File: src/sv/btn_mtc_pkg.sv
// ----------------------------------------------------------------------------
// btn_mtc_pkg
// Shared types and constants for the multi-tap button counter.
// ----------------------------------------------------------------------------
`timescale 1ns / 1ps

package btn_mtc_pkg;

    localparam int unsigned PHASE_W    = 2;
    localparam int unsigned PRESS_W    = 8;
    localparam int unsigned WINDOW_W   = 16;
    localparam int unsigned TAPS_W     = 4;
    localparam int unsigned CFG_IDX_W  = 1;
    localparam int unsigned CFG_DATA_W = 16;

    localparam logic [PHASE_W-1:0] PHASE_IDLE   = 2'd0;
    localparam logic [PHASE_W-1:0] PHASE_WINDOW = 2'd1;
    localparam logic [PHASE_W-1:0] PHASE_PRESS  = 2'd2;

    localparam logic [CFG_IDX_W-1:0] REG_DEBOUNCE   = 1'd0;
    localparam logic [CFG_IDX_W-1:0] REG_TAP_WINDOW = 1'd1;

    localparam logic [PRESS_W-1:0]  DEBOUNCE_RESET   = 8'd2;
    localparam logic [WINDOW_W-1:0] TAP_WINDOW_RESET = 16'd300;

    typedef struct packed {
        logic [PHASE_W-1:0]  phase;
        logic [PRESS_W-1:0]  press_ticks;
        logic [WINDOW_W-1:0] window_ticks;
        logic [TAPS_W-1:0]   taps_seen;
    } state_t;

endpackage

File: src/sv/btn_mtc_step.sv
// ----------------------------------------------------------------------------
// btn_mtc_step
// Next-state and result logic for one button sample.
// ----------------------------------------------------------------------------
`timescale 1ns / 1ps

module btn_mtc_step (
    input  btn_mtc_pkg::state_t                        cur,
    input  logic                                       button_down,
    input  logic [btn_mtc_pkg::PRESS_W-1:0]            debounce_ticks,
    input  logic [btn_mtc_pkg::WINDOW_W-1:0]           tap_window_ticks,
    output btn_mtc_pkg::state_t                        nxt,
    output logic                                       emit,
    output logic [btn_mtc_pkg::TAPS_W-1:0]             tap_count
);
    import btn_mtc_pkg::*;

    logic [PRESS_W-1:0]  press_inc;
    logic [WINDOW_W-1:0] window_inc;
    logic [TAPS_W-1:0]   taps_inc;

    // saturating increments
    assign press_inc  = (&cur.press_ticks)  ? cur.press_ticks  : cur.press_ticks + 1'b1;
    assign window_inc = (&cur.window_ticks) ? cur.window_ticks : cur.window_ticks + 1'b1;
    assign taps_inc   = (&cur.taps_seen)    ? cur.taps_seen    : cur.taps_seen + 1'b1;

    assign tap_count = cur.taps_seen;

    always_comb begin
        nxt  = cur;
        emit = 1'b0;
        case (cur.phase)
            PHASE_PRESS: begin
                nxt.window_ticks = window_inc;
                if (button_down) begin
                    nxt.press_ticks = press_inc;
                end else begin
                    if (cur.press_ticks >= debounce_ticks) begin
                        nxt.taps_seen    = taps_inc;
                        nxt.window_ticks = '0;
                    end
                    nxt.phase = PHASE_WINDOW;
                end
            end
            PHASE_WINDOW: begin
                nxt.window_ticks = window_inc;
                if (button_down) begin
                    nxt.phase       = PHASE_PRESS;
                    nxt.press_ticks = PRESS_W'(1);
                end else if (window_inc >= tap_window_ticks) begin
                    // window ran out with the button up
                    emit      = 1'b1;
                    nxt.phase = PHASE_IDLE;
                end
            end
            default: begin
                nxt.phase = PHASE_IDLE;
                if (button_down) begin
                    nxt.phase        = PHASE_PRESS;
                    nxt.press_ticks  = PRESS_W'(1);
                    nxt.window_ticks = '0;
                    nxt.taps_seen    = '0;
                end
            end
        endcase
    end

endmodule

File: src/sv/button_multi_tap_counter.sv
// ----------------------------------------------------------------------------
// button_multi_tap_counter
// Latency: a result is shown on m_ the cycle after the sample that ends the
// window is transferred. Throughput: one sample per cycle; the state update
// is a single pass of counter logic and the output register frees s_ready.
// s_ready drops only while a result waits with m_ready low.
// Reset (aresetn low, synchronous): idle, counters zero, no result pending,
// debounce 2 ticks, tap window 300 ticks.
// ----------------------------------------------------------------------------
`timescale 1ns / 1ps

module button_multi_tap_counter (
    input  logic                                   aclk,
    input  logic                                   aresetn,
    input  logic                                   s_valid,
    output logic                                   s_ready,
    input  logic                                   s_button_down,
    output logic                                   m_valid,
    input  logic                                   m_ready,
    output logic [btn_mtc_pkg::TAPS_W-1:0]         m_tap_count,
    input  logic                                   cfg_valid,
    output logic                                   cfg_ready,
    input  logic [btn_mtc_pkg::CFG_IDX_W-1:0]      cfg_index,
    input  logic [btn_mtc_pkg::CFG_DATA_W-1:0]     cfg_data
);
    import btn_mtc_pkg::*;

    state_t              state_reg;
    state_t              state_next;
    logic [PRESS_W-1:0]  debounce_reg;
    logic [WINDOW_W-1:0] tap_window_reg;
    logic                m_valid_reg;
    logic [TAPS_W-1:0]   m_tap_count_reg;
    logic                emit;
    logic [TAPS_W-1:0]   step_count;
    logic                s_xfer;

    assign s_ready     = !m_valid_reg || m_ready;
    assign s_xfer      = s_valid && s_ready;
    assign m_valid     = m_valid_reg;
    assign m_tap_count = m_tap_count_reg;
    assign cfg_ready   = 1'b1;

    btn_mtc_step u_step (
        .cur              (state_reg),
        .button_down      (s_button_down),
        .debounce_ticks   (debounce_reg),
        .tap_window_ticks (tap_window_reg),
        .nxt              (state_next),
        .emit             (emit),
        .tap_count        (step_count)
    );

    always_ff @(posedge aclk) begin
        if (!aresetn) begin
            debounce_reg   <= DEBOUNCE_RESET;
            tap_window_reg <= TAP_WINDOW_RESET;
        end else if (cfg_valid) begin
            case (cfg_index)
                REG_DEBOUNCE:   debounce_reg   <= cfg_data[PRESS_W-1:0];
                REG_TAP_WINDOW: tap_window_reg <= cfg_data[WINDOW_W-1:0];
                default: ;
            endcase
        end
    end

    always_ff @(posedge aclk) begin
        if (!aresetn) begin
            state_reg   <= '0;
            m_valid_reg <= 1'b0;
        end else begin
            if (s_xfer) begin
                state_reg <= state_next;
            end
            // output register: load on a result, clear once transferred
            if (s_xfer && emit) begin
                m_valid_reg <= 1'b1;
            end else if (m_ready) begin
                m_valid_reg <= 1'b0;
            end
        end
    end

    always_ff @(posedge aclk) begin
        if (s_xfer && emit) begin
            m_tap_count_reg <= step_count;
        end
    end

endmodule

File: config.mk
export PLATFORM = sky130hd
export DESIGN_NAME = button_multi_tap_counter
export DESIGN_NICKNAME = d
export VERILOG_FILES = /design/src/sv/btn_mtc_pkg.sv /design/src/sv/btn_mtc_step.sv /design/src/sv/button_multi_tap_counter.sv
export SDC_FILE = /design/constraint.sdc
export NUM_CORES = 1
export LEC_CHECK = 0
export CAP_MARGIN = 15
export CORE_ASPECT_RATIO = 2
export CORE_UTILIZATION = 57
export DETAILED_ROUTE_END_ITERATION = 8
export DONT_BUFFER_PORTS = 1
export PLACE_DENSITY_LB_ADDON = 0.3
export SLEW_MARGIN = 20
export SYNTH_ARGS = -nofsm -noshare
export SYNTH_HDL_FRONTEND = slang
export SYNTH_SLANG_ARGS = --single-unit
File: constraint.sdc
create_clock -name aclk -period 2.6 [get_ports aclk]
set_input_delay 0.13 -clock aclk [delete_from_list [all_inputs] [get_ports aclk]]
set_output_delay 0.13 -clock aclk [all_outputs]
set_load 0.005 [all_outputs]
==> impl_metrics.ini <==
[sta]
tns_ns = -0.923
rsz0062_at_grt = true
max_slew_margin = 0.564
fmax_ghz = 0.363
worstMarginPinSlew_ns = 0.655
fin_skew_ns = 0.00643
hold_slack_ns = 0.0418
post-route-min-period_ns = 2.76
finalHoldViolCount = 0
maxSlewViolCount = 0
layout_setup_ws_ns = -0.155
finalSetupViolCount = 7
period_share = 1.06

[worst_setup_path]
end_kind = flip-flop
cp_max_fo = 7
cp.required_ns = 2.87
cp_cell_sequence = ha_4 -> and4_4 -> nand4_4 -> nand4_1 -> xnor2_2 -> ha_4 -> nor2_4 -> nor3_2 -> a21oi_1 -> o2111ai_2 -> o211ai_1 -> mux2i_1
start_kind = flip-flop
crit_slowest_cell = dfxtp_4
max_stage_delay_ns = 0.36
timing.critical_path.mode_cell = ha_4
cp.arrival_ns = 3.02
setup.worst_path.class = reg -> reg

[synthesis]
yosysSeqAreaShare = 0.350
synthCells = 414
synth_edf_count = 4
synth_flop_cell = dfxtp_1
yosys_warnings = 0
syn_area_um2 = 3490
synth_seq_cells = 59
async_flop_share = 0
synth_nets = 466
syn_avg_cell_area_um2 = 8.43
ys_types = 56

[clock_network]
cts.sinks = 59
clk_pin_slew_ns = 0.05
cts_max_level = 3
tritoncts = done
clockRootBuffer = clkbuf_16
cts_buffer_depth = 2
insertion_delay_ns = 0.34
cts_inserted_buffers = 9

[placement]
routabilityCongestion = 0.848
placed_cell_area_um2 = 3760
io_buffers = 0
hpwl_um = 6130

[floorplanning]
num_rows = 40
fp.dieH_um = 113
start_util = 0.586
ioPinCount = 30
die_w_um = 57.3
core_um2 = 5960
dieArea_um2 = 6460

[grt]
track_usage = 0.322
grt_first_pass_wirelength_um = 15600
grt-ovfl-total = 0
grt_pass1_vias = 3351
grt_max_degree = 49
antenna_found_initial = 0

[detailed_routing]
wl_per_cell_um = 18.2
via_per_inst = 6.25
routed_wl_um = 9630
drc = 2
vias = 3310
first_pass_iters = 6
drtIter0Drc = 143
ant_nets = 0

[power]
ir_worst_vdd_v = 0.000447
p_leak_nw = 1.81
power_density_nw_per_um2 = 515

[final_layout]
layout_common_cells = 67 x nand2_1, 51 x dfxtp_1, 35 x buf_4
n_antenna_cell = 0
final_nets = 515
nFillCells = 406
largest_reg_flops = 30
syn2layout_area_growth_pct = 29.0
post-route-util = 0.756
final_common_cell = nand2_1
fin_area_um2 = 4500
drive_gt1_frac = 0.227

[status]
outcome = finished, violations left
violations = design-rule violations, negative setup slack

[run]
drv_cap = 0

[min_path]
hold_class = in -> reg
timing repair:
action,CTS,global route
endpoints found under the setup margin,7,7
endpoints found under the hold margin,45,0
gates resized for setup,35,10
buffers inserted,7,1
pin swaps,15,13
hold buffers,18,0
worst paths after layout:
kind / start / endpoint / cells after the start / slack (ns)
setup / recovery: state_reg[5] / state_reg[29] / 12 / -0.16
hold / removal: m_ready / m_valid / 2 / 0.04
hold reg to reg: debounce_reg[4] / debounce_reg[4] / 2 / 0.46
setup reg to reg: state_reg[5] / state_reg[29] / 12 / -0.16
worst max-delay path: cells and delay by family (launching register included):
family | cells | cell delay, ns
flops | 1 | 0.36
compound gates | 3 | 0.64
mux | 1 | 0.22
simple gates | 5 | 0.68
xor+xnor | 1 | 0.35
fa+ha+maj | 2 | 0.42
final cells by class:
class | count | area, um^2 | share of cell area
timing repair buffer | 54 | 464 | 0.103
inverter | 29 | 109 | 0.0242
multi-input combinational | 310 | 2330 | 0.518
tap | 63 | 78.8 | 0.0175
clock inverter | 3 | 40.0 | 0.00889
clock buffer | 12 | 246 | 0.0547
sequential | 59 | 1230 | 0.273
per-layer routing:
| layer | vias to the layer above | wire length [um] | GRT usage |
|---|---|---|---|
| met4 | 0 | 823 | 0.262 |
| met2 | 105 | 5310 | 0.589 |
| li1 | 1558 | - | - |
| met1 | 1586 | 3140 | 0.286 |
| met5 | - | 0 | 0 |
| met3 | 61 | 349 | 0.0737 |
cell usage after synthesis (9+ instances only):
| master | instances | area share |
|---|---|---|
| o21ai_0 | 11 | 0.016 |
| nand2_1 | 71 | 0.076 |
| a21boi_0 | 19 | 0.041 |
| nor2_1 | 19 | 0.020 |
| a21oi_1 | 12 | 0.017 |
| nand3_1 | 19 | 0.027 |
| ha_1 | 29 | 0.10 |
| nor2b_1 | 18 | 0.032 |
| clkbuf_1 | 10 | 0.011 |
| nand4_1 | 9 | 0.016 |
| dfxtp_1 | 55 | 0.32 |
| a22oi_1 | 12 | 0.026 |
| inv_1 | 29 | 0.031 |
kinds of logic after synthesis:
kind of cell | count (synthesis) | synth area share
multiplexers | 7 | 0.0211
buffers and inverters | 45 | 0.0538
AND/OR/NAND/NOR | 171 | 0.252
AO/OA/AOI/OAI | 92 | 0.194
flip-flops | 59 | 0.350
other | 1 | 0.00107
XOR/XNOR | 10 | 0.0251
adder cells (fa/ha/maj) | 29 | 0.104
power breakdown:
group / internal, mW / switching, mW / leakage, nW
clock: 0.758 / 0.404 / 0.142
combinational: 0.0885 / 0.120 / 1.17
sequential: 0.935 / 0.0121 / 0.496
metrics by stage:
step | std cells | setup slack [ns] | total power [mW]
final | 530 | -0.155 | 2.32
after global routing | 530 | -0.330 | 2.39
after CTS | 529 | -0.0590 | 2.32
after detailed placement | 489 | -0.268 | 1.12
after global placement | 489 | -0.141 | 1.11
after floorplan | 414 | 0.0164 | 1.10
Power figures use the tool's default switching activity.
